**config.mk**
```make
export PLATFORM = sky130hd
export DESIGN_NAME = hsl_to_rgb_pixel_flat
export DESIGN_NICKNAME = d
export VERILOG_FILES = /design/src/rtl/hsl_pkg.sv /design/src/rtl/hsl_ifs.sv /design/src/rtl/hsl_chan_pipe.sv /design/src/rtl/hsl_to_rgb_pixel.sv /design/src/flat_wrapper.sv
export SDC_FILE = /design/constraint.sdc
export NUM_CORES = 2
export LEC_CHECK = 0
export BUFFER_PORTS_ARGS = -buffer_cell sky130_fd_sc_hd__buf_2
export CAP_MARGIN = 20
export CORE_UTILIZATION = 30
export DETAILED_ROUTE_END_ITERATION = 12
export PLACE_DENSITY = 0.56
export SKIP_CTS_REPAIR_TIMING = 1
export SLEW_MARGIN = 20
export SYNTH_ARGS = -nofsm -noshare
export SYNTH_HDL_FRONTEND = slang
export SYNTH_SLANG_ARGS = --single-unit
```
**constraint.sdc**
```tcl
create_clock -name clk_i -period 17.25 [get_ports clk_i]
set_clock_uncertainty 0.2 [all_clocks]
set_input_delay 3.45 -clock clk_i [delete_from_list [all_inputs] [get_ports clk_i]]
set_output_delay 3.45 -clock clk_i [all_outputs]
set_load 0.005 [all_outputs]
```
**src/rtl/hsl_pkg.sv**
```systemverilog
// Shared types and constants for the HSL to RGB pixel converter.
package hsl_pkg;

  // Fixed-point format: all unit values are Q1.FracBits.
  localparam int FracBits = 16;
  localparam int HueW     = FracBits;
  localparam int UnitW    = FracBits + 1;
  localparam int One      = 1 << FracBits;
  localparam longint unsigned OneSq = 64'd1 << (2 * FracBits);

  // Hue times six: three extra integer bits hold the sector number.
  localparam int H6W   = HueW + 3;
  // Signed 2*c - 1 and the wide signed products built from it.
  localparam int DiffW = UnitW + 2;
  localparam int ProdW = DiffW + UnitW + 1;
  localparam int LumPW = 2 * UnitW;

  typedef logic [HueW-1:0]  hue_t;
  typedef logic [UnitW-1:0] unit_t;

  // The six sectors of the color wheel.
  typedef enum logic [2:0] {
    SecRed     = 3'd0,
    SecYellow  = 3'd1,
    SecGreen   = 3'd2,
    SecCyan    = 3'd3,
    SecBlue    = 3'd4,
    SecMagenta = 3'd5
  } sector_e;

  // Load enables of the pipeline stages.
  typedef struct packed {
    logic s1;
    logic s2;
    logic s3;
    logic s4;
    logic s5;
  } hsl_stage_en_t;

endpackage

```
**src/rtl/hsl_ifs.sv**
```systemverilog
// Valid/ready channel interfaces for HSL input words and RGB output words.
interface hsl_in_if;
  import hsl_pkg::*;

  logic  valid;
  logic  ready;
  hue_t  hue;
  unit_t saturation;
  unit_t lumination;

  modport source (output valid, output hue, output saturation, output lumination,
                  input ready);
  modport sink   (input valid, input hue, input saturation, input lumination,
                  output ready);
endinterface

interface hsl_out_if;
  import hsl_pkg::*;

  logic  valid;
  logic  ready;
  unit_t red;
  unit_t green;
  unit_t blue;

  modport source (output valid, output red, output green, output blue, input ready);
  modport sink   (input valid, input red, input green, input blue, output ready);
endinterface

```
**src/rtl/hsl_chan_pipe.sv**
```systemverilog
// Saturation and lumination pipeline (stages two to five) for one color channel.
module hsl_chan_pipe (
  input  logic                  clk_i,
  input  hsl_pkg::hsl_stage_en_t en_i,
  input  hsl_pkg::unit_t        c_i,
  input  hsl_pkg::unit_t        sat_i,
  input  hsl_pkg::unit_t        lum_i,
  output hsl_pkg::unit_t        c_o
);
  import hsl_pkg::*;

  // Stage 2: s * (2c - 1).
  logic signed [DiffW-1:0] diff2;
  logic signed [ProdW-1:0] sp_d, sp_q;
  unit_t                   lum2_q;

  // Stage 3: round back to unit scale.
  logic [ProdW-1:0] sn3;
  unit_t            c3_d, c3_q;
  unit_t            lum3_q;
  logic             hi3_d, hi3_q;

  // Stage 4: lumination product.
  unit_t             m4;
  logic [LumPW-1:0]  lp_d, lp_q;
  unit_t             c4_q;
  logic              hi4_q;

  // Stage 5: offset for the upper half and final rounding.
  logic signed [DiffW-1:0] diff5;
  logic signed [ProdW-1:0] off5;
  logic        [ProdW-1:0] sum5;
  unit_t                   c5_d, c5_q;

  assign diff2 = $signed({1'b0, c_i, 1'b0}) - $signed(DiffW'(One));
  assign sp_d  = ProdW'($signed({1'b0, sat_i})) * ProdW'(diff2);

  always_ff @(posedge clk_i) begin
    if (en_i.s2) begin
      sp_q   <= sp_d;
      lum2_q <= lum_i;
    end
  end

  // The saturated value never drops below zero, so no clamp is needed here.
  assign sn3   = sp_q + ProdW'(OneSq) + ProdW'(One);
  assign c3_d  = sn3[2*FracBits+1 -: UnitW];
  assign hi3_d = (lum2_q > UnitW'(One / 2));

  always_ff @(posedge clk_i) begin
    if (en_i.s3) begin
      c3_q   <= c3_d;
      lum3_q <= lum2_q;
      hi3_q  <= hi3_d;
    end
  end

  // Above one half the product uses 1 - c instead of c.
  assign m4   = hi3_q ? (UnitW'(One) - c3_q) : c3_q;
  assign lp_d = LumPW'(m4) * LumPW'(lum3_q);

  always_ff @(posedge clk_i) begin
    if (en_i.s4) begin
      lp_q  <= lp_d;
      c4_q  <= c3_q;
      hi4_q <= hi3_q;
    end
  end

  assign diff5 = $signed({1'b0, c4_q, 1'b0}) - $signed(DiffW'(One));
  assign off5  = hi4_q ? (ProdW'(diff5) <<< FracBits) : '0;
  assign sum5  = ProdW'({lp_q, 1'b0}) + off5 + ProdW'(One / 2);
  assign c5_d  = sum5[2*FracBits -: UnitW];

  always_ff @(posedge clk_i) begin
    if (en_i.s5) begin
      c5_q <= c5_d;
    end
  end

  assign c_o = c5_q;

endmodule

```
**src/rtl/hsl_to_rgb_pixel.sv**
```systemverilog
// Top level of the HSL to RGB pixel converter.
//
// One word on the in_i channel carries hue (0.16, a fraction of a full turn),
// saturation and lumination (Q1.16, 65536 is 1.0; larger codes clamp to 1.0).
// One word on the out_o channel carries red, green and blue in Q1.16.
// Both channels move a word at a rising edge with valid and ready high.
//
// The datapath is a five-stage pipeline: sector decode and clamping, the
// saturation multiply, its rounding, the lumination multiply, and the final
// offset and rounding into the output register. A word moves through these
// stage registers in that order and shows on out_o from the last of them;
// while the receiver does not stall, a new word can be accepted at every
// edge, so throughput is one pixel per cycle.
//
// Each stage holds its word until the next stage is free, so a stall of the
// receiver fills the empty stages first and in_i.ready drops only once all
// five stages hold words. Bubbles collapse; no word is lost or repeated.
// Reset clears all valid bits; the data registers are not reset.
module hsl_to_rgb_pixel (
  input  logic       clk_i,
  input  logic       rst_ni,
  hsl_in_if.sink     in_i,
  hsl_out_if.source  out_o
);
  import hsl_pkg::*;

  hsl_stage_en_t en;
  logic [4:0]    vld_d, vld_q;

  // Stage 1 signals.
  logic [H6W-1:0] h6;
  sector_e        sector;
  unit_t          frac, inv;
  unit_t          base_d [3];
  unit_t          base_q [3];
  unit_t          sat_d, sat_q, lum_d, lum_q;
  unit_t          chan_out [3];

  // A stage loads when it is empty or when its word moves on.
  assign en.s5 = !vld_q[4] || out_o.ready;
  assign en.s4 = !vld_q[3] || en.s5;
  assign en.s3 = !vld_q[2] || en.s4;
  assign en.s2 = !vld_q[1] || en.s3;
  assign en.s1 = !vld_q[0] || en.s2;

  assign in_i.ready = en.s1;

  assign vld_d[0] = en.s1 ? in_i.valid : vld_q[0];
  assign vld_d[1] = en.s2 ? vld_q[0]   : vld_q[1];
  assign vld_d[2] = en.s3 ? vld_q[1]   : vld_q[2];
  assign vld_d[3] = en.s4 ? vld_q[2]   : vld_q[3];
  assign vld_d[4] = en.s5 ? vld_q[3]   : vld_q[4];

  always_ff @(posedge clk_i or negedge rst_ni) begin
    if (!rst_ni) begin
      vld_q <= '0;
    end else begin
      vld_q <= vld_d;
    end
  end

  // Six times the hue: the integer part is the sector, the rest the ramp.
  assign h6     = (H6W'(in_i.hue) << 2) + (H6W'(in_i.hue) << 1);
  assign sector = sector_e'(h6[H6W-1:HueW]);
  assign frac   = UnitW'(h6[HueW-1:0]);
  assign inv    = UnitW'(One) - frac;

  always_comb begin
    case (sector)
      SecRed: begin
        base_d[0] = UnitW'(One); base_d[1] = frac;        base_d[2] = '0;
      end
      SecYellow: begin
        base_d[0] = inv;         base_d[1] = UnitW'(One); base_d[2] = '0;
      end
      SecGreen: begin
        base_d[0] = '0;          base_d[1] = UnitW'(One); base_d[2] = frac;
      end
      SecCyan: begin
        base_d[0] = '0;          base_d[1] = inv;         base_d[2] = UnitW'(One);
      end
      SecBlue: begin
        base_d[0] = frac;        base_d[1] = '0;          base_d[2] = UnitW'(One);
      end
      SecMagenta: begin
        base_d[0] = UnitW'(One); base_d[1] = '0;          base_d[2] = inv;
      end
      default: begin
        base_d[0] = UnitW'(One); base_d[1] = '0;          base_d[2] = inv;
      end
    endcase
  end

  // Saturation and lumination above 1.0 are clamped.
  assign sat_d = (in_i.saturation > UnitW'(One)) ? UnitW'(One) : in_i.saturation;
  assign lum_d = (in_i.lumination > UnitW'(One)) ? UnitW'(One) : in_i.lumination;

  always_ff @(posedge clk_i) begin
    if (en.s1) begin
      base_q <= base_d;
      sat_q  <= sat_d;
      lum_q  <= lum_d;
    end
  end

  // The three channels run through identical saturation/lumination pipes.
  for (genvar g = 0; g < 3; g++) begin : g_chan
    hsl_chan_pipe u_chan (
      .clk_i (clk_i),
      .en_i  (en),
      .c_i   (base_q[g]),
      .sat_i (sat_q),
      .lum_i (lum_q),
      .c_o   (chan_out[g])
    );
  end

  assign out_o.valid = vld_q[4];
  assign out_o.red   = chan_out[0];
  assign out_o.green = chan_out[1];
  assign out_o.blue  = chan_out[2];

endmodule

```
**src/flat_wrapper.sv**
```systemverilog
// flat-port wrapper written by rule: the top's interface ports become plain ports
module hsl_to_rgb_pixel_flat import hsl_pkg::*;
  (clk_i, rst_ni, in_i_valid, in_i_hue, in_i_saturation, in_i_lumination, in_i_ready, out_o_valid, out_o_red, out_o_green, out_o_blue, out_o_ready);
  hsl_in_if in_i_i ();
  hsl_out_if out_o_i ();
  input  logic clk_i;
  input  logic rst_ni;
  input wire logic [$bits(in_i_i.valid)-1:0] in_i_valid;
  input wire logic [$bits(in_i_i.hue)-1:0] in_i_hue;
  input wire logic [$bits(in_i_i.saturation)-1:0] in_i_saturation;
  input wire logic [$bits(in_i_i.lumination)-1:0] in_i_lumination;
  output wire logic [$bits(in_i_i.ready)-1:0] in_i_ready;
  output wire logic [$bits(out_o_i.valid)-1:0] out_o_valid;
  output wire logic [$bits(out_o_i.red)-1:0] out_o_red;
  output wire logic [$bits(out_o_i.green)-1:0] out_o_green;
  output wire logic [$bits(out_o_i.blue)-1:0] out_o_blue;
  input wire logic [$bits(out_o_i.ready)-1:0] out_o_ready;
  assign in_i_i.valid = in_i_valid;
  assign in_i_i.hue = in_i_hue;
  assign in_i_i.saturation = in_i_saturation;
  assign in_i_i.lumination = in_i_lumination;
  assign in_i_ready = in_i_i.ready;
  assign out_o_valid = out_o_i.valid;
  assign out_o_red = out_o_i.red;
  assign out_o_green = out_o_i.green;
  assign out_o_blue = out_o_i.blue;
  assign out_o_i.ready = out_o_ready;
  hsl_to_rgb_pixel u_core (.clk_i(clk_i), .rst_ni(rst_ni), .in_i(in_i_i), .out_o(out_o_i));
endmodule
```
# Word level (Yosys, flattened, before mapping)
# Index checks and enable logic that the tools add are counted.
# word_totals
register_bits	474
word_cells	83
# classes
n_mux	7
add_sub_neg	23
n_lt_le_gt_ge	3
n_mul	6
n_eq_ne	4
reduce_logical	11
# ops
cell	count
51-bit case mux with 5 select lines	1
34-bit by 17-bit adder with 34-bit output, second input constant	3
34-bit by 33-bit adder with 34-bit output, second input constant	3
18-bit by 19-bit multiplier with 34-bit output	3
33-bit by 16-bit adder with 33-bit output, second input constant	3
33-bit adder	3
33-bit 2-to-1 mux	3
17-bit by 17-bit multiplier with 32-bit output	3
18-bit by 17-bit subtractor with 19-bit output, second input constant	3
17-bit 2-to-1 mux	3
17-bit subtractor, first input constant	3
17-bit subtractor, second input constant	3
17-bit greater-than comparator, second input constant	2
18-bit by 17-bit adder with 19-bit output	1
17-bit by 16-bit greater-than comparator with 1-bit output, second input constant	1
17-bit by 16-bit subtractor with 17-bit output, first input constant	1
3-bit by 2-bit == test with 1-bit output, second input constant	2
1-bit zero test	5
1-bit logical OR	5
3-bit by 1-bit == test with 1-bit output, second input constant	1
3-bit == test, second input constant	1
3-bit zero test	1

# Depth between registers and ports, before layout
# logic_depth
ltp_word	6
depth_mapped	33
depth_no_buf	31

# By module
# A second synthesis with hierarchy kept.
# hier_totals
hier_cells	7893
area_unflattened_um2	77988.5
# modules_own_cells
mod	area_per_inst_um2	instances	cells_per_inst
hsl_chan_pipe (u_core.g_chan[1].u_chan)	24409.7	1	2497
hsl_chan_pipe (u_core.g_chan[0].u_chan)	24383.4	1	2495
hsl_chan_pipe (u_core.g_chan[2].u_chan)	24278.3	1	2468
hsl_to_rgb_pixel	4917.2	1	433

# Worst setup path after synthesis
# Ideal clock, no wire load.
# synth_path
path_type	input to output
startpoint	in out_o_ready
endpoint	out in_i_ready
slack_ns	6.065
arrival_ns	7.535
stages	4
path_cell_list	nor2b_1 -> nand4_1 -> inv_1 -> nand2_1
# synth_lines
item	line_no	text
from (decl)	flat_wrapper.sv:17	input wire logic [$bits(out_o_i.ready)-1:0] out_o_ready;
to (decl)	flat_wrapper.sv:12	output wire logic [$bits(in_i_i.ready)-1:0] in_i_ready;

# Worst setup path in the final report
# layout_path
startpoint	reg u_core.g_chan[0].u_chan.c3_q[0]
endpoint	reg u_core.g_chan[0].u_chan.lp_q[31] (data pin)
# layout_between
elab_chain_len	3
# layout_lines
item	line_no	text
from (decl)	hsl_chan_pipe.sv:19	unit_t c3_d, c3_q;
from (signal assigned)	hsl_chan_pipe.sv:52	c3_q <= c3_d;
17-bit subtractor	hsl_chan_pipe.sv:59	assign m4 = hi3_q ? (UnitW'(One) - c3_q) : c3_q;
17-bit 2-to-1 mux (*)	hsl_chan_pipe.sv:59	
17-bit by 17-bit multiplier with 32-bit output (*)	hsl_chan_pipe.sv:60	assign lp_d = LumPW'(m4) * LumPW'(lum3_q);
via u_core.g_chan[0].u_chan.lp_d[31]	hsl_chan_pipe.sv:25	logic [LumPW-1:0] lp_d, lp_q;
to (signal assigned)	hsl_chan_pipe.sv:64	lp_q <= lp_d;
to (decl)	hsl_chan_pipe.sv:25	
# The timed path passes the listed nets; every way through them passes the cells marked *.
# A chain may end at the register's enable or synchronous reset.

==> impl_metrics.toml <==
[layout]
final_cell_mix = "inv_1, fa_1, nand2_1"
area_growth_pct = 7.97
drive_gt1_frac = 0.0473
nets = 9639
fill_cells = 24800
num_antenna_cells = 0
layout_commonest_cell = "inv_1"

[logic_synthesis]
yosys_warnings = 0
ys_types = 94
ys_ff_latch = 381
ys_seq_area_frac = 0.155
syn_area_per_cell_um2 = 9.76
async_flop_share = 0.0131
yosys_most_used_dff = "edfxtp_1"
synthCells = 7566
synth_edf_count = 376
syn_area_um2 = 73900
synth_fp_nets = 9700

[routing]
drtIter0Drc = 2913
firstDrtPassIters = 5
drt_wl_total_mm = 184
wl_per_cell_um = 17.1
dr_total_vias = 49600
ant_nets = 0
via_per_inst = 4.61
route.detailed.drc = 0

[worst_setup_path]
crit_arrival_ps = 9200
crit_type = "reg -> reg"
crit_family = "adder cells"
required_ps = 17460
cp_slowest_cell = "edfxtp_1"
worstSetupEndpointType = "register"
cpMostUsedCell = "inv_1"
critPathMaxStageDelay_ps = 710
critPathMaxFanout = 20
startpoint_type = "register"
crit_buf_inv = 8

[placed_design]
dp_hpwl_mm = 138
port_buffers = 106
place_congestion = 0.839

[grt]
grt_usage = 0.151
grt_max_degree = 71
overflow = 0
antenna_found_initial = 5
grt_pass1_vias = 54700
grt_pass1_wl_mm = 300

[clocking]
clkLatencyLatePin_ps = 680
cts_tree = "done"
cts-htree-levels = 2
clock_path_buffers = 3
numClockSinks = 381
root_buffer = "clkbuf_16"
numCtsBuffers = 49
clk_pin_slew_worst_paths_ps = 60

[sta]
period_needed_ps = 9000
rsz0062_at_grt = "false"
fmax_mhz = 111
hold_violations = 0
relSlewSlack = 0.248
final_max_slew_viol_count = 0
fin_crit_sh = 0.521
setup_viol = 0
worst_pin_slew_ps = 1120
setup_tns_ps = 0

[die]
initial_core_util = 0.303
dieWidth_um = 498
rows = 181
die_h_um = 498
dieArea_um2 = 248000
io_pins = 107
core-area_um2 = 244000

[min_path]
hp-class = "reg -> reg"

[outcome]
status = "complete, no violations"

[run]
drv_cap = 0
[metal layers]
layer,vias up,GRT usage,share of wire
li1,22500,-,-
met1,25900,0.206,0.45
met2,1034,0.257,0.48
met3,197,0.0155,0.039
met4,0,0.0361,0.024
met5,-,0,0
[through the flow]
step / cell area [um2] / util / hold WS (ps) / std cells / setup WS (ps)
CTS: 79700 / 0.327 / 223 / 10700 / 8340
global placement: 78000 / 0.320 / 207 / 10700 / 8290
finish: 79700 / 0.327 / 220 / 10700 / 8250
global route: 79700 / 0.327 / 237 / 10700 / 7670
floorplan: 73900 / - / 200 / 7566 / 6060
detailed placement: 78000 / 0.320 / 205 / 10700 / 8380
[synthesized netlist by cell type, types with 5 or more instances]
library cell	n	area (um2)
a221oi_1	5	43.8
a21boi_0	5	37.5
nand4_1	20	125
nor2b_1	80	500
or3_1	17	106
o22ai_2	10	125
a211oi_1	17	128
a311oi_1	8	70.1
buf_6	5	56.3
inv_1	1745	6550
a21oi_1	117	586
xnor2_1	252	2210
fa_1	1486	29700
and3_1	29	181
or4_1	7	52.6
dfrtp_1	5	125
edfxtp_1	376	11300
buf_1	5	18.8
o21a_1	24	180
nor2_1	111	417
a31oi_1	11	68.8
o21bai_1	16	120
ha_1	594	7430
o31ai_1	14	105
nand3_1	63	315
nand2_1	1004	3770
o22ai_1	5	31.3
nor4_1	13	81.3
a41oi_1	5	43.8
nand2b_1	62	388
a211o_1	7	61.3
xor2_1	71	622
o21ai_0	47	235
a21o_1	52	390
a31o_2	5	43.8
and2_1	806	5040
nor3_1	51	255
clkbuf_1	286	1070
o41ai_1	5	43.8
and4_1	5	43.8
o21ai_1	26	130
a41o_1	6	60.1
[registers in the layout, indices dropped and copies added, names as in the netlist]
name / count
u_core.base_q: 48
u_core.g_chan.u_chan.c3_q: 51
u_core.g_chan.u_chan.c4_q: 48
u_core.g_chan.u_chan.c_o: 51
u_core.g_chan.u_chan.hi3_q: 1
u_core.g_chan.u_chan.hi4_q: 1
u_core.g_chan.u_chan.lp_q: 54
u_core.g_chan.u_chan.lum2_q: 17
u_core.g_chan.u_chan.lum3_q: 17
u_core.g_chan.u_chan.sp_q: 54
u_core.lum_q: 17
u_core.sat_q: 17
u_core.vld_q: 5
[area by class of cell]
type	count	area, um2	share of cell area
inverters	1745	6550	0.0821
clock buffers	55	1260	0.0158
clock inverters	37	448	0.00562
multi-input cells	5136	54900	0.688
repair buffers	192	1180	0.0147
flip-flops and latches	381	11400	0.143
well taps	3202	4010	0.0502
[kinds of logic (layout without fill, tap and decap cells)]
logic type      Yosys count  after routing  synth area share
simple gates           2301           2301             0.157
fa+ha+maj              2080           2080             0.503
buf+inv                2049           2029             0.105
compound gates          426            426            0.0399
flops                   381            381             0.155
xor+xnor                327            327            0.0396
mux                       2              2          0.000271
[worst paths after layout]
path                                                  from  depth (start not counted)  slack [ps]                                  to
max                        u_core.g_chan[0].u_chan.c3_q[0]                         32        8250    u_core.g_chan[0].u_chan.lp_q[31]
min                                       u_core.lum_q[16]                          0         220  u_core.g_chan[0].u_chan.lum2_q[16]
max reg2reg                u_core.g_chan[0].u_chan.c3_q[0]                         32        8250    u_core.g_chan[0].u_chan.lp_q[31]
min reg2reg                               u_core.lum_q[16]                          0         220  u_core.g_chan[0].u_chan.lum2_q[16]
max in group asynchronous                           rst_ni                          1       14280                     u_core.vld_q[0]
min in group asynchronous                           rst_ni                          1        2420                     u_core.vld_q[4]
Power is left out: the tool's default activity adds up to more than one toggle a clock period on the data nets, which glitch-free logic cannot reach.
